### config.mk
export PLATFORM = sky130hd
export DESIGN_NAME = fastcgi_response_header_parser
export DESIGN_NICKNAME = d
export VERILOG_FILES = /design/src/hdl/fcgi_rhp_pkg.sv /design/src/hdl/fastcgi_response_header_parser.sv
export SDC_FILE = /design/constraint.sdc
export NUM_CORES = 1
export LEC_CHECK = 0
export BUFFER_PORTS_ARGS = -buffer_cell sky130_fd_sc_hd__buf_2
export CAP_MARGIN = 20
export CORE_UTILIZATION = 45
export CTS_BUF_LIST = sky130_fd_sc_hd__clkbuf_4 sky130_fd_sc_hd__clkbuf_8 sky130_fd_sc_hd__clkbuf_16
export DETAILED_ROUTE_END_ITERATION = 6
export HOLD_SLACK_MARGIN = 0.12
export PLACE_DENSITY_LB_ADDON = 0.25
export SLEW_MARGIN = 20
export SYNTH_ARGS = -nofsm -noshare
export SYNTH_HDL_FRONTEND = slang
export SYNTH_SLANG_ARGS = --single-unit
export TNS_END_PERCENT = 20
### constraint.sdc
create_clock -name clk -period 7.95 [get_ports clk]
set_clock_uncertainty 0.2 [all_clocks]
set_input_delay 0.795 -clock clk [delete_from_list [all_inputs] [get_ports clk]]
set_output_delay 0.795 -clock clk [all_outputs]
set_load 0.03 [all_outputs]
### src/hdl/fcgi_rhp_pkg.sv
// ----------------------------------------------------------------------------
// fcgi_rhp_pkg: FastCGI response header parser package
// Event codes, record types, parser states and event set helper.
// ----------------------------------------------------------------------------
package fcgi_rhp_pkg;

    // event kinds
    localparam logic [2:0] KIND_NAME        = 3'd0;
    localparam logic [2:0] KIND_VALUE       = 3'd1;
    localparam logic [2:0] KIND_LINE_END    = 3'd2;
    localparam logic [2:0] KIND_HEADERS_END = 3'd3;
    localparam logic [2:0] KIND_BODY        = 3'd4;
    localparam logic [2:0] KIND_DONE        = 3'd5;
    localparam logic [2:0] KIND_ABORTED     = 3'd6;

    // record types
    localparam logic [7:0] REC_ABORT  = 8'd2;
    localparam logic [7:0] REC_END    = 8'd3;
    localparam logic [7:0] REC_STDOUT = 8'd6;

    // header byte positions
    localparam logic [2:0] HDR_TYPE    = 3'd1;
    localparam logic [2:0] HDR_LEN_HI  = 3'd4;
    localparam logic [2:0] HDR_LEN_LO  = 3'd5;
    localparam logic [2:0] HDR_PADDING = 3'd6;
    localparam logic [2:0] HDR_LAST    = 3'd7;

    // characters
    localparam logic [7:0] CH_CR    = 8'h0D;
    localparam logic [7:0] CH_LF    = 8'h0A;
    localparam logic [7:0] CH_COLON = 8'h3A;
    localparam logic [7:0] CH_SPACE = 8'h20;
    localparam logic [7:0] CH_TAB   = 8'h09;

    // result queue depth
    localparam int unsigned QUEUE_DEPTH = 4;
    localparam int unsigned QPTR_W      = $clog2(QUEUE_DEPTH);

    typedef enum logic [2:0] {
        PH_HEADER  = 3'b001,
        PH_CONTENT = 3'b010,
        PH_PADDING = 3'b100
    } phase_t;

    typedef enum logic [6:0] {
        LS_START    = 7'b0000001,
        LS_NAME     = 7'b0000010,
        LS_SKIP     = 7'b0000100,
        LS_VALUE    = 7'b0001000,
        LS_CR       = 7'b0010000,
        LS_LF       = 7'b0100000,
        LS_BLANK_CR = 7'b1000000
    } line_state_t;

    typedef struct packed {
        logic [2:0] kind;
        logic [7:0] data;
        logic       last;
    } result_t;

    typedef struct packed {
        logic [1:0] count;
        result_t    r0;
        result_t    r1;
    } event_set_t;

    // append one event, at most two per input byte
    function automatic event_set_t add_event(input event_set_t s, input logic [2:0] kind,
                                             input logic [7:0] data);
        event_set_t t;
        t = s;
        if (s.count == 2'd0)
        begin
            t.r0.kind = kind;
            t.r0.data = data;
            t.count   = 2'd1;
        end
        else if (s.count == 2'd1)
        begin
            t.r1.kind = kind;
            t.r1.data = data;
            t.count   = 2'd2;
        end
        return t;
    endfunction

    function automatic logic is_blank(input logic [7:0] b);
        return (b == CH_SPACE) || (b == CH_TAB);
    endfunction

endpackage

### src/hdl/fastcgi_response_header_parser.sv
// ----------------------------------------------------------------------------
// fastcgi_response_header_parser: FastCGI deframer with CGI header parser
// Deframes FastCGI records, parses STDOUT header lines and passes the body.
// ----------------------------------------------------------------------------
// A result enters the result queue when its byte is accepted and is shown
// from the queue head. Throughput: one byte per cycle while s_axis_tready is
//   high; a byte with two events fills two entries of a four-entry queue.
// s_axis_tready is high while the queue holds at most two results.
// Reset: asynchronous, active low; parser returns to awaiting a record header.
module fastcgi_response_header_parser
(
    input  logic       clk,
    input  logic       rst_n,
    input  logic       s_axis_tvalid,
    output logic       s_axis_tready,
    input  logic [7:0] s_axis_tdata,   // [7:0] stream_byte
    output logic       m_axis_tvalid,
    input  logic       m_axis_tready,
    output logic [7:0] m_axis_tdata,   // [7:0] event_byte
    output logic [2:0] m_axis_tuser,   // [2:0] event_kind
    output logic       m_axis_tlast    // last_of_run
);

    fcgi_rhp_pkg::phase_t      phase_reg, phase_next;
    fcgi_rhp_pkg::line_state_t line_reg, line_next;
    logic [2:0]  hidx_reg, hidx_next;
    logic [7:0]  kind_reg, kind_next;
    logic [7:0]  len_hi_reg, len_hi_next;
    logic [15:0] content_reg, content_next;
    logic [7:0]  pad_reg, pad_next;
    logic        body_reg, body_next;

    fcgi_rhp_pkg::event_set_t ev;
    fcgi_rhp_pkg::result_t    queue_mem [fcgi_rhp_pkg::QUEUE_DEPTH];
    fcgi_rhp_pkg::result_t    head_res;

    logic [fcgi_rhp_pkg::QPTR_W-1:0] head_reg, tail_reg;
    logic [fcgi_rhp_pkg::QPTR_W:0]   count_reg, count_next;
    logic [7:0] b;
    logic       accept, pop;

    assign b             = s_axis_tdata;
    assign s_axis_tready = (count_reg < 3'd3);
    assign accept        = s_axis_tvalid && s_axis_tready;
    assign m_axis_tvalid = (count_reg != 3'd0);
    assign pop           = m_axis_tvalid && m_axis_tready;

    // per-byte deframing and header parsing
    always_comb
    begin
        phase_next   = phase_reg;
        line_next    = line_reg;
        hidx_next    = hidx_reg;
        kind_next    = kind_reg;
        len_hi_next  = len_hi_reg;
        content_next = content_reg;
        pad_next     = pad_reg;
        body_next    = body_reg;
        ev           = '0;

        case (phase_reg)
            fcgi_rhp_pkg::PH_CONTENT:
            begin
                content_next = content_reg - 16'd1;
                if (kind_reg == fcgi_rhp_pkg::REC_STDOUT)
                begin
                    if (body_reg)
                    begin
                        // swallow the line feed of a CR LF blank line
                        line_next = fcgi_rhp_pkg::LS_START;
                        if (!(line_reg == fcgi_rhp_pkg::LS_BLANK_CR && b == fcgi_rhp_pkg::CH_LF))
                            ev = fcgi_rhp_pkg::add_event(ev, fcgi_rhp_pkg::KIND_BODY, b);
                    end
                    else
                    begin
                        logic do_start;
                        do_start = 1'b0;
                        case (line_reg)
                            fcgi_rhp_pkg::LS_NAME:
                            begin
                                if (b == fcgi_rhp_pkg::CH_COLON)
                                    line_next = fcgi_rhp_pkg::LS_SKIP;
                                else if (b == fcgi_rhp_pkg::CH_CR)
                                    line_next = fcgi_rhp_pkg::LS_CR;
                                else if (b == fcgi_rhp_pkg::CH_LF)
                                    line_next = fcgi_rhp_pkg::LS_LF;
                                else
                                    ev = fcgi_rhp_pkg::add_event(ev,
                                        fcgi_rhp_pkg::KIND_NAME, b);
                            end
                            fcgi_rhp_pkg::LS_SKIP, fcgi_rhp_pkg::LS_VALUE:
                            begin
                                if (!(line_reg == fcgi_rhp_pkg::LS_SKIP
                                      && fcgi_rhp_pkg::is_blank(b)))
                                begin
                                    if (b == fcgi_rhp_pkg::CH_CR)
                                        line_next = fcgi_rhp_pkg::LS_CR;
                                    else if (b == fcgi_rhp_pkg::CH_LF)
                                        line_next = fcgi_rhp_pkg::LS_LF;
                                    else
                                    begin
                                        ev = fcgi_rhp_pkg::add_event(ev,
                                            fcgi_rhp_pkg::KIND_VALUE, b);
                                        line_next = fcgi_rhp_pkg::LS_VALUE;
                                    end
                                end
                            end
                            fcgi_rhp_pkg::LS_CR, fcgi_rhp_pkg::LS_LF:
                            begin
                                if (line_reg == fcgi_rhp_pkg::LS_CR && b == fcgi_rhp_pkg::CH_LF)
                                    line_next = fcgi_rhp_pkg::LS_LF;
                                else if (fcgi_rhp_pkg::is_blank(b))
                                    line_next = fcgi_rhp_pkg::LS_SKIP;   // folded line
                                else
                                begin
                                    ev = fcgi_rhp_pkg::add_event(ev,
                                        fcgi_rhp_pkg::KIND_LINE_END, 8'h00);
                                    do_start = 1'b1;
                                end
                            end
                            default:
                            begin
                                do_start = 1'b1;
                            end
                        endcase

                        // first byte of a header line
                        if (do_start)
                        begin
                            if (b == fcgi_rhp_pkg::CH_CR || b == fcgi_rhp_pkg::CH_LF)
                            begin
                                ev = fcgi_rhp_pkg::add_event(ev,
                                    fcgi_rhp_pkg::KIND_HEADERS_END, 8'h00);
                                body_next = 1'b1;
                                line_next = (b == fcgi_rhp_pkg::CH_CR)
                                    ? fcgi_rhp_pkg::LS_BLANK_CR : fcgi_rhp_pkg::LS_START;
                            end
                            else if (b == fcgi_rhp_pkg::CH_COLON)
                                line_next = fcgi_rhp_pkg::LS_SKIP;
                            else
                            begin
                                ev = fcgi_rhp_pkg::add_event(ev, fcgi_rhp_pkg::KIND_NAME, b);
                                line_next = fcgi_rhp_pkg::LS_NAME;
                            end
                        end
                    end
                end
                if (content_next == 16'd0)
                begin
                    if (pad_reg != 8'd0)
                        phase_next = fcgi_rhp_pkg::PH_PADDING;
                    else
                        phase_next = fcgi_rhp_pkg::PH_HEADER;  // record end below
                end
            end
            fcgi_rhp_pkg::PH_PADDING:
            begin
                pad_next = pad_reg - 8'd1;
                if (pad_next == 8'd0)
                    phase_next = fcgi_rhp_pkg::PH_HEADER;
            end
            default:
            begin
                phase_next = fcgi_rhp_pkg::PH_HEADER;
                case (hidx_reg)
                    fcgi_rhp_pkg::HDR_TYPE:    kind_next = b;
                    fcgi_rhp_pkg::HDR_LEN_HI:  len_hi_next = b;
                    fcgi_rhp_pkg::HDR_LEN_LO:  content_next = {len_hi_reg, b};
                    fcgi_rhp_pkg::HDR_PADDING: pad_next = b;
                    default:                   ;
                endcase
                hidx_next = hidx_reg + 3'd1;
                if (hidx_reg == fcgi_rhp_pkg::HDR_LAST)
                begin
                    if (content_reg != 16'd0)
                        phase_next = fcgi_rhp_pkg::PH_CONTENT;
                    else if (pad_reg != 8'd0)
                        phase_next = fcgi_rhp_pkg::PH_PADDING;
                end
            end
        endcase

        // record end; END and ABORT records are reported and reset the parser
        if ((phase_reg == fcgi_rhp_pkg::PH_CONTENT && content_next == 16'd0
             && pad_reg == 8'd0)
            || (phase_reg == fcgi_rhp_pkg::PH_PADDING && pad_next == 8'd0)
            || (phase_reg != fcgi_rhp_pkg::PH_CONTENT && phase_reg != fcgi_rhp_pkg::PH_PADDING
                && hidx_reg == fcgi_rhp_pkg::HDR_LAST && content_reg == 16'd0
                && pad_reg == 8'd0))
        begin
            phase_next = fcgi_rhp_pkg::PH_HEADER;
            hidx_next  = 3'd0;
            if (kind_reg == fcgi_rhp_pkg::REC_END || kind_reg == fcgi_rhp_pkg::REC_ABORT)
            begin
                ev = fcgi_rhp_pkg::add_event(ev,
                    (kind_reg == fcgi_rhp_pkg::REC_END)
                        ? fcgi_rhp_pkg::KIND_DONE : fcgi_rhp_pkg::KIND_ABORTED, 8'h00);
                line_next    = fcgi_rhp_pkg::LS_START;
                kind_next    = 8'd0;
                len_hi_next  = 8'd0;
                content_next = 16'd0;
                pad_next     = 8'd0;
                body_next    = 1'b0;
            end
        end

        ev.r0.last = (ev.count == 2'd1);
        ev.r1.last = 1'b1;
    end

    // parser state
    always_ff @(posedge clk or negedge rst_n)
    begin
        if (!rst_n)
        begin
            phase_reg   <= fcgi_rhp_pkg::PH_HEADER;
            line_reg    <= fcgi_rhp_pkg::LS_START;
            hidx_reg    <= 3'd0;
            kind_reg    <= 8'd0;
            len_hi_reg  <= 8'd0;
            content_reg <= 16'd0;
            pad_reg     <= 8'd0;
            body_reg    <= 1'b0;
        end
        else if (accept)
        begin
            phase_reg   <= phase_next;
            line_reg    <= line_next;
            hidx_reg    <= hidx_next;
            kind_reg    <= kind_next;
            len_hi_reg  <= len_hi_next;
            content_reg <= content_next;
            pad_reg     <= pad_next;
            body_reg    <= body_next;
        end
    end

    // result queue storage
    always_ff @(posedge clk)
    begin
        if (accept && ev.count != 2'd0)
            queue_mem[tail_reg] <= ev.r0;
        if (accept && ev.count == 2'd2)
            queue_mem[tail_reg + 2'd1] <= ev.r1;
    end

    assign count_next = count_reg + {1'b0, (accept ? ev.count : 2'd0)} - {2'b00, pop};

    // result queue pointers
    always_ff @(posedge clk or negedge rst_n)
    begin
        if (!rst_n)
        begin
            head_reg  <= '0;
            tail_reg  <= '0;
            count_reg <= '0;
        end
        else
        begin
            if (accept)
                tail_reg <= tail_reg + (accept ? ev.count : 2'd0);
            if (pop)
                head_reg <= head_reg + 2'd1;
            count_reg <= count_next;
        end
    end

    assign head_res     = queue_mem[head_reg];
    assign m_axis_tdata = head_res.data;
    assign m_axis_tuser = head_res.kind;
    assign m_axis_tlast = head_res.last;

`ifndef NO_ASSERTIONS
    // queue never overflows
    a_count_bound: assert property (@(posedge clk) disable iff (!rst_n)
        count_reg <= 3'd4)
        else $error("result queue overflow");

    // content phase always has bytes left
    a_content_left: assert property (@(posedge clk) disable iff (!rst_n)
        phase_reg == fcgi_rhp_pkg::PH_CONTENT |-> content_reg != 16'd0)
        else $error("content phase with no content left");

    // padding phase always has bytes left
    a_padding_left: assert property (@(posedge clk) disable iff (!rst_n)
        phase_reg == fcgi_rhp_pkg::PH_PADDING |-> pad_reg != 8'd0)
        else $error("padding phase with no padding left");

    // done or aborted returns the parser to its reset state
    a_end_resets: assert property (@(posedge clk) disable iff (!rst_n)
        accept && ev.count != 2'd0
        && (ev.r0.kind == fcgi_rhp_pkg::KIND_DONE || ev.r0.kind == fcgi_rhp_pkg::KIND_ABORTED)
        |=> phase_reg == fcgi_rhp_pkg::PH_HEADER && hidx_reg == 3'd0 && !body_reg
            && line_reg == fcgi_rhp_pkg::LS_START)
        else $error("parser not reset after end of request");
`endif

endmodule

==> results of run 1 <==
cells in the final DEF (no fill, tap or decap), types with 7 or more instances in the layout:
cell type	count
edfxtp_1	44
xnor2_1	11
nand3_1	17
a22o_1	25
and3_1	11
nor3_1	16
and2_1	21
a21oi_1	38
nand4_1	8
inv_1	26
o21ai_0	39
a221oi_1	8
nand3b_1	9
ha_1	16
o22ai_1	16
a31oi_1	12
mux4_2	12
nand2_1	71
or4_1	7
nand2b_1	11
nor4_1	11
buf_2	25
nor2_1	54
a32o_1	12
o31ai_1	18
clkbuf_16	9
buf_4	10
dfrtp_1	59
nor3b_1	17
per-stage QoR:
stage	power [uW]	std cells
2_1_floorplan	1680	776
3_3_place_gp	1890	962
3_5_place_dp	1910	962
4_1_cts	2370	978
5_1_grt	2520	978
6_report	2380	978
Yosys cell counts, drive strengths merged (9+ instances only):
master / count
nand3: 17
inv: 26
o22ai: 16
a31oi: 13
clkbuf: 45
nand3b: 9
a32o: 12
o31ai: 19
edfxtp: 44
mux4: 12
nand2b: 11
nor3b: 17
xnor2: 11
a22o: 25
a221oi: 10
a21oi: 39
and3: 11
o21ai: 42
nor3: 17
nor4: 14
buf: 20
nand2: 71
ha: 16
dfrtp: 59
and2: 22
nor2: 54
logic make-up after synthesis:
kind of cell / after synthesis / share of synthesized area, %
compound gates: 241 / 24.1
xor+xnor: 17 / 2.05
fa+ha+maj: 17 / 3.03
buf+inv: 92 / 5.13
flops: 109 / 40.3
mux: 17 / 4.46
simple gates: 283 / 21.0
cell type report:
type / count / area, um2 / share of cell area (%)
multi-input cells: 575 / 3980 / 51.1
flip-flops and latches: 109 / 2930 / 37.7
well taps: 216 / 270 / 3.48
clock buffers: 9 / 225 / 2.90
repair buffers: 35 / 200 / 2.58
inverters: 27 / 101 / 1.30
clock inverters: 7 / 70.1 / 0.901
layer usage:
metal / up-vias / share of wire (%) / GRT usage, %
met5: - / 0 / 0
met4: 0 / 1.0 / 7.13
met3: 23 / 7.5 / 5.08
met2: 274 / 46 / 39.5
met1: 3056 / 45 / 34.8
li1: 2925 / - / -
final timing paths:
kind | endpoint | slack [ns]
min | len_hi_reg[1] | 0.31
max | queue_mem[2][7] | 2.20
max in group asynchronous | pad_reg[1] | 6.58
max reg2reg | queue_mem[2][7] | 2.69
min in group asynchronous | content_reg[8] | 0.40
min reg2reg | len_hi_reg[1] | 0.31
power breakdown:
| part | internal [uW] | total (uW) | switching [uW] |
|---|---|---|---|
| registers | 684 | 869 | 185 |
| clock network | 223 | 459 | 236 |
| logic | 418 | 1050 | 629 |
==> metrics.txt, run 1 <==
DR DRC count=0; Stages on worst setup path=17; syn_nets=805; dpl ws=1.86 ns; crit-path max FO=13; worst hold path startpoint=len_hi_reg[1]; DIE HEIGHT=129 um; post-synthesis register bit count=109; crit-path cells=buf_2 > or3b_2 > or4_1 > nand2b_1 > o211ai_1 > nand2_1 > nand2_1 > ha_1 > a21boi_0 > o31ai_1 > inv_1 > ha_1 > inv_1 > a31oi_2 > a21oi_2 > nand2_1 > nand2_1; Vias/cell=6.42; CTS Buffer Depth=2; max reg flops=48; static leakage=0.00296 uW; post-DR wirelength/cell=20.6 um; Worst-Margin Slew=0.991 ns; initial core utilization=45.9%; Setup Viol. Count Final=0; final WL=20,100 um; CTS Sinks=109; Synth async-reset ratio=56.0%; Critical Path Max Stage Delay=0.60 ns; Finished Core Util=49.1%; worst-case reg-to-reg path depth=12; CTS Hold Buffers Added=0; maximum vdd drop=0.130 mV; Top-Level Pins=26; Crit-path slowest cell=or4_1; Max-Cap Viols=0; crit share post-route=72.3%; Mapped Area=7270 um2; Setup Buffers After CTS=0; prevailing post-synth register cell=dfrtp_1; TritonCTS buffer count=9; Layout Nets=786; top cells by area, synth=dfrtp_1 (20%), edfxtp_1 (18%), mux4_2 (3.7%); Crit. End Element=flip-flop; clock-pin slew on the worst setup and hold paths=0.08 ns; Crit Reg-Reg Startpoint=phase_reg[1]; GRT overflow=0; largest net degree at the start of global routing=62; Crit path buffers/inverters=3; fill count=1,495; layout cells sized above 1=11.8%; Seq/Total Area, Yosys=40.3%; Pre-Repair DR Iteration Count=6; worst setup margin=2.20 ns; EDFF count, synth=44; PwrDens=306 nW/um2; f_max=0.174 GHz; Arr. time, crit path=5.56 ns; CP top delay family=simple AND/OR/NAND/NOR gates; gp weighted congestion=0.902; GRT Total Usage=25.0%; CTS Root Buffer Type=clkbuf_16; PostCTS Resize Cnt=0; Sum Neg Setup Slack=0 ns; post-place instance area=7480 um2; fin crit period=5.75 ns; DIE AREA=16,700 um2; final hold viol count=0; core area=15,800 um2; vias in the first global route=5,966; fin area=7770 um2; die width=129 um; Post-Synthesis Cells=776; DR iter-0 viols=682; Crit Path Category=in2reg; initial antenna violation count=0; Buffers on Ports=25; cell taking the most area after synthesis=dfrtp_1; unrepaired setup endpoints after global routing=no; area share of the largest cell type after synthesis=20.3%; crit path from=s_axis_tdata[1]; Slew HR=33.9%; Required @ worst endpoint=7.76 ns; worst hold path stage count=1; dpl hpwl=14,200 um; Cell Rows=46; Synth cell types=84; Avg Inst Size Synth=9.37 um2; Post-DRT Antenna Nets=0; most used cell along the critical path=nand2_1; Antenna diodes=0; area grow syn2layout=6.88%; clock latency on the worst-skew pair=0.37 ns; vias post-DR=6,278; CTS tree=done; htree depth=3; Critical Path Start Type=input port; YS warnings=0; Fin Hold WS=0.306 ns; Pins Over Slew Limit=0; Hold WC Path Type=reg2reg; status=finished, final reports clean; first-pass GRT wire length=31,800 um
Note: power is estimated with default switching activity, not from simulation.
==> run 2: changes to the inputs <==
--- a/config.mk
+++ b/config.mk
@@ -5,6 +5,7 @@
 export SDC_FILE = /design/constraint.sdc
 export NUM_CORES = 1
 export LEC_CHECK = 0
+export ABC_AREA = 1
 export BUFFER_PORTS_ARGS = -buffer_cell sky130_fd_sc_hd__buf_2
 export CAP_MARGIN = 20
 export CORE_UTILIZATION = 45
==> constraint.sdc (replaced) <==
create_clock -name clk -period 5.7 [get_ports clk]
set_clock_uncertainty 0.2 [all_clocks]
set_input_delay 0.57 -clock clk [delete_from_list [all_inputs] [get_ports clk]]
set_output_delay 0.57 -clock clk [all_outputs]
set_load 0.03 [all_outputs]
==> run 2 against run 1 <==
Against the previous run: core utilization rose by 0.16 points; non-clock buffer count rose by 5; via count rose by 25%; hold slack got worse by 0.15 ns; synthesized area rose by 9.2%; highest routed layer is now met5; critical path type unchanged; sequential share of layout area fell by 3.2 points; final cell count rose by 41%; combinational power rose by 99%; clock power rose by 45%; register-to-register slack got worse by 1.4 ns.
==> metrics.txt, run 2 <==
top cells by area, synth=dfrtp_1 (19%), edfxtp_1 (17%), nand2_1 (12%); CP top delay family=simple AND/OR/NAND/NOR gates; cell taking the most area after synthesis=dfrtp_1; dpl hpwl=17,300 um; Hold WC Path Type=in2async; GRT overflow=0; Worst-Margin Slew=1.14 ns; gp weighted congestion=0.926; Max-Cap Viols=0; area grow syn2layout=6.92%; Crit. End Element=flip-flop; DIE HEIGHT=135 um; clock latency on the worst-skew pair=0.38 ns; initial core utilization=46.1%; EDFF count, synth=44; Critical Path Max Stage Delay=0.39 ns; Top-Level Pins=26; Synth async-reset ratio=56.0%; CTS tree=done; status=finished, final reports clean; post-DR wirelength/cell=17.0 um; Synth cell types=50; maximum vdd drop=0.263 mV; htree depth=3; fin crit period=4.49 ns; GRT Total Usage=26.6%; r2r endpoint=queue_mem[3][8]; max reg flops=48; final hold viol count=0; CTS Hold Buffers Added=0; Setup Viol. Count Final=0; Vias/cell=5.71; Critical Path Start Type=input port; Mapped Area=7940 um2; worst-case reg-to-reg path depth=20; Cell Rows=48; initial antenna violation count=1; most numerous cell in the Yosys netlist=nand2_1; YS warnings=0; PwrDens=466 nW/um2; Sum Neg Setup Slack=0 ns; layout cells sized above 1=9.02%; Arr. time, crit path=4.31 ns; syn_nets=1,177; reg2reg setup slack=1.28 ns; fin area=8490 um2; most frequent cells in the layout=nand2_1 (261), inv_1 (130), nand3_1 (127); CTS Root Buffer Type=clkbuf_16; TritonCTS buffer count=9; commonest non-fill, non-tap cell in the layout=nand2_1; Crit path buffers/inverters=7; Required @ worst endpoint=5.52 ns; Slew HR=23.2%; first-pass GRT wire length=37,300 um; crit share post-route=78.8%; Buffers on Ports=25; static leakage=0.00389 uW; Avg Inst Size Synth=6.92 um2; vias in the first global route=7,192; Crit Reg-Reg Startpoint=line_reg[5]; CTS Sinks=109; Post-Synthesis Cells=1,148; Antenna diodes=0; DR DRC count=0; Setup Buffers After CTS=0; Post-synth top cells=nand2_1 (261), inv_1 (130), nand3_1 (127), nor2_1 (112), o21ai_0 (86); Pre-Repair DR Iteration Count=5; DR iter-0 viols=1,093; Layout Nets=1,177; f_max=0.223 GHz; unrepaired setup endpoints after global routing=no; die width=135 um; Seq/Total Area, Yosys=36.9%; PostCTS Resize Cnt=0; final WL=23,400 um; Post-DRT Antenna Nets=0; largest net degree at the start of global routing=62; prevailing post-synth register cell=dfrtp_1; post-place instance area=8180 um2; core area=17,200 um2; CTS Buffer Depth=2; Crit-path slowest cell=nand2_1; Crit Path Category=in2reg; crit-path max FO=23; clock-pin slew on the worst setup and hold paths=0.09 ns; vias post-DR=7,867; post-synthesis register bit count=109; Pins Over Slew Limit=0; most used cell along the critical path=nand2_1; DIE AREA=18,200 um2; area share of the largest cell type after synthesis=18.6%
## run 2: cell types whose count changed after synthesis, moves of 40 or more
cell     previous run  this run
nand2_1            71       261
nand3_1            17       127
o21ai_0            39        86
o22ai_1            16        56
inv_1              26       130
nor2_1             54       112
## run 2: kinds of logic after synthesis
family | synth area share [%]
and+or+nand+nor | 33.0
AOI/OAI and AO/OA | 15.9
buffers and inverters | 10.6
DFF | 36.9
adders and majority gates | 2.77
xor gates and xnor gates | 0.882
## run 2: layout make-up
cell class	instances	area, um2
Sequential cell	109	2930
Clock inverter	7	83.8
Tap cell	225	282
Clock buffer	9	225
Fill cell	1703	8740
Multi-Input combinational cell	840	4170
Inverter	148	561
Timing Repair Buffer	40	238
## run 2: power by group
part           internal, uW  leakage [uW]  switching [uW]  total, uW
registers               989       0.00121             209       1200
clock network           317      0.000151             349        666
logic                   673       0.00252            1420       2090
## run 2: metal layers
layer / wire length [um] / part of all wire (%) / global-route usage, % / up-vias
met1: 10300 / 44 / 35.2 / 3643
met5: 10 / 0.043 / 0 / -
met3: 1340 / 5.7 / 3.08 / 54
met2: 11100 / 48 / 44.4 / 308
met4: 640 / 2.7 / 10.7 / 2
li1: - / - / - / 3860
## run 2: worst max-delay path by stage
stage	startpoint	endpoint	slack (ns)	cells past startpoint
2_1_floorplan	s_axis_tdata[0]	count_reg[2]	1.56	23
3_5_place_dp	s_axis_tdata[6]	queue_mem[3][2]	0.87	25
4_1_cts	s_axis_tdata[6]	queue_mem[3][4]	1.25	25
5_1_grt	line_reg[4]	queue_mem[1][3]	0.88	22
3_3_place_gp	s_axis_tdata[6]	queue_mem[2][10]	0.96	25
6_report	s_axis_tdata[6]	queue_mem[3][8]	1.21	25
## run 2: metrics by stage
step | hold WS (ns) | instances | worst slack [ns] | total power, uW | util, %
floorplan | 0.0744 | 1148 | 1.56 | 2790 | -
global placement | 0.265 | 1362 | 0.964 | 3270 | 47.5
detailed placement | 0.276 | 1362 | 0.869 | 3280 | 47.5
CTS | 0.207 | 1378 | 1.25 | 3940 | 49.3
global route | 0.256 | 1378 | 0.882 | 4280 | 49.3
finish | 0.154 | 1378 | 1.21 | 3960 | 49.3
==> run 3: changes to the inputs <==
--- a/config.mk
+++ b/config.mk
@@ -5,7 +5,7 @@
 export SDC_FILE = /design/constraint.sdc
 export NUM_CORES = 1
 export LEC_CHECK = 0
-export ABC_AREA = 1
+export ABC_AREA = 0
 export BUFFER_PORTS_ARGS = -buffer_cell sky130_fd_sc_hd__buf_2
 export CAP_MARGIN = 20
 export CORE_UTILIZATION = 45
==> constraint.sdc (replaced) <==
create_clock -name clk -period 4.2 [get_ports clk]
set_clock_uncertainty 0.2 [all_clocks]
set_input_delay 0.42 -clock clk [delete_from_list [all_inputs] [get_ports clk]]
set_output_delay 0.42 -clock clk [all_outputs]
set_load 0.03 [all_outputs]
==> run 3 against run 2 <==
Against the previous run: clock power rose by 29%; sequential power rose by 32%; total power rose by 27%; hold slack improved by 0.16 ns; non-clock buffer count rose by 101; largest power group unchanged.
==> metrics.txt, run 3 (synthesis gave the netlist of run 1 again) <==
status=finished, final reports clean; Sum Neg Setup Slack=0 ns; layout cells sized above 1=27.2%; commonest non-fill, non-tap cell in the layout=buf_4; DIE AREA=16,700 um2; CTS tree=done; CTS Root Buffer Type=clkbuf_16; crit-path max FO=10; Reg power frac=31.3%; Crit Reg-Reg Startpoint=content_reg[0]; vias post-DR=6,861; Arr. time, crit path=4.23 ns; sw frac=42.8%; gp weighted congestion=0.932; Layout Nets=892; unrepaired setup endpoints after global routing=yes; Post-DRT Antenna Nets=0; TritonCTS buffer count=9; initial antenna violation count=1; htree depth=3; r2r endpoint=count_reg[2]; P_int=2880 uW; static leakage=0.00355 uW; most used cell along the critical path=inv_1; worst hold path startpoint=queue_mem[3][0]; GRT overflow=0; area grow syn2layout=22.3%; die width=129 um; post-DR wirelength/cell=19.9 um; CP top delay family=simple AND/OR/NAND/NOR gates; DR DRC count=0; Stages on worst setup path=17; CTS Sinks=109; vias in the first global route=6,425; fill count=1,366; Slew HR=29.9%; maximum vdd drop=0.254 mV; Buffers on Ports=25; clock latency on the worst-skew pair=0.36 ns; worst-case reg-to-reg path depth=17; fin crit period=4.18 ns; core area=15,800 um2; Critical Path Max Stage Delay=0.46 ns; f_max=0.239 GHz; largest net degree at the start of global routing=35; most frequent cells in the layout=buf_4 (111), nand2_1 (66), dfrtp_1 (59); Overall Power=5040 uW; Max-Cap Viols=0; CTS Buffer Depth=2; initial core utilization=45.9%; GRT Total Usage=26.3%; Worst-Margin Slew=1.05 ns; Crit Path Category=reg2reg; PwrDens=567 nW/um2; DIE HEIGHT=129 um; DR iter-0 viols=646; Sw Pwr=2160 uW; crit path from=content_reg[0]; worst hold path stage count=2; Clk pwr share=17.0%; Hold WC Path Type=reg2reg; Crit-path slowest cell=or4b_4; Setup Viol. Count Final=0; final hold viol count=0; logic gate share of total power=51.7%; crit-path cells=inv_1 > ha_1 > or4b_4 > buf_6 > nor4_1 > nor3_1 > a221oi_2 > nand4_1 > o31ai_4 > buf_6 > a31oi_4 > nor2_4 > inv_1 > ha_1 > inv_1 > fa_2 > xnor2_2; dpl hpwl=15,600 um; Pre-Repair DR Iteration Count=6; Critical Path Start Type=flip-flop; hold endpoint=queue_mem[3][0]; reg2reg setup slack=0.02 ns; Crit path buffers/inverters=5; Vias/cell=6.32; storage element area=2930 um2; max reg flops=48; Top-Level Pins=26; Pins Over Slew Limit=0; clock-pin slew on the worst setup and hold paths=0.08 ns; area of the multi-input gates=4260 um2; first-pass GRT wire length=34,000 um; Cell Rows=46; Required @ worst endpoint=4.25 ns; Crit. End Element=flip-flop; crit share post-route=99.6%; final WL=21,600 um
[run 3: cell types whose count changed in the layout (fill, tap and decap cells not counted), moves of 30 or more]
cell     before  now
nand2_1     261   66
nand3_1     127   17
inv_1       130   25
buf_4        15  111
nor2_1      112   52
o21ai_0      86   37
o22ai_1      56   15
o21ai_1      33    3
[run 3: worst max path at each step]
stage / end
floorplan: count_reg[2]
global placement: count_reg[2]
detailed placement: count_reg[1]
CTS: queue_mem[1][3]
global route: count_reg[2]
finish: count_reg[2]
[run 3: cell type report]
type | count | area share [%]
antenna | 1 | 0.0281
clock buffer | 10 | 2.62
clock inverter | 6 | 0.689
inverter | 27 | 1.14
multi-input combinational | 575 | 47.9
sequential | 109 | 32.9
tap | 216 | 3.04
timing repair buffer | 141 | 11.6
[run 3: through the flow]
stage          cell area (um2)  hold WS [ns]  utilization [%]  setup WS (ns)  std cells
2_1_floorplan             7410       -0.0756                -         -0.203        776
6_report                  8890         0.309             56.2         0.0182       1085
5_1_grt                   8890         0.319             56.2         -0.156       1085
3_5_place_dp              8370         0.282             52.9         -0.209       1061
3_3_place_gp              8370         0.275             52.9         -0.119       1061
4_1_cts                   8700         0.299             55.0         0.0271       1081
[run 3: metal layers]
metal | share of wire, % | wire length, um | global-route usage (%)
met3 | 6.8 | 1480 | 3.43
met5 | 0 | 0 | 0
met2 | 46 | 9950 | 40.8
met1 | 45 | 9660 | 37.4
met4 | 2.6 | 555 | 10.3
[run 3: power by group through the flow]
stage	Combinational, uW	Clock [uW]	Sequential, uW
global route	2800	909	1620
detailed placement	2350	0	1590
CTS	2380	871	1570
finish	2610	860	1580
floorplan	1740	0	1440
global placement	2290	0	1580
[run 3: timing repair]
action / 4_1_cts / 5_1_grt
resized for setup: 2 / 32
hold endpoints to repair: 27 / 0
pin swaps: 2 / 11
hold buffers: 1 / 0
endpoints found under the setup margin: 40 / 111
buffers inserted: 3 / 3
[run 3: worst min-delay path, delay by kind of cell (launching register included)]
kind | cells | cell delay [ns]
DFF | 1 | 0.33
AOI/OAI and AO/OA | 2 | 0.13
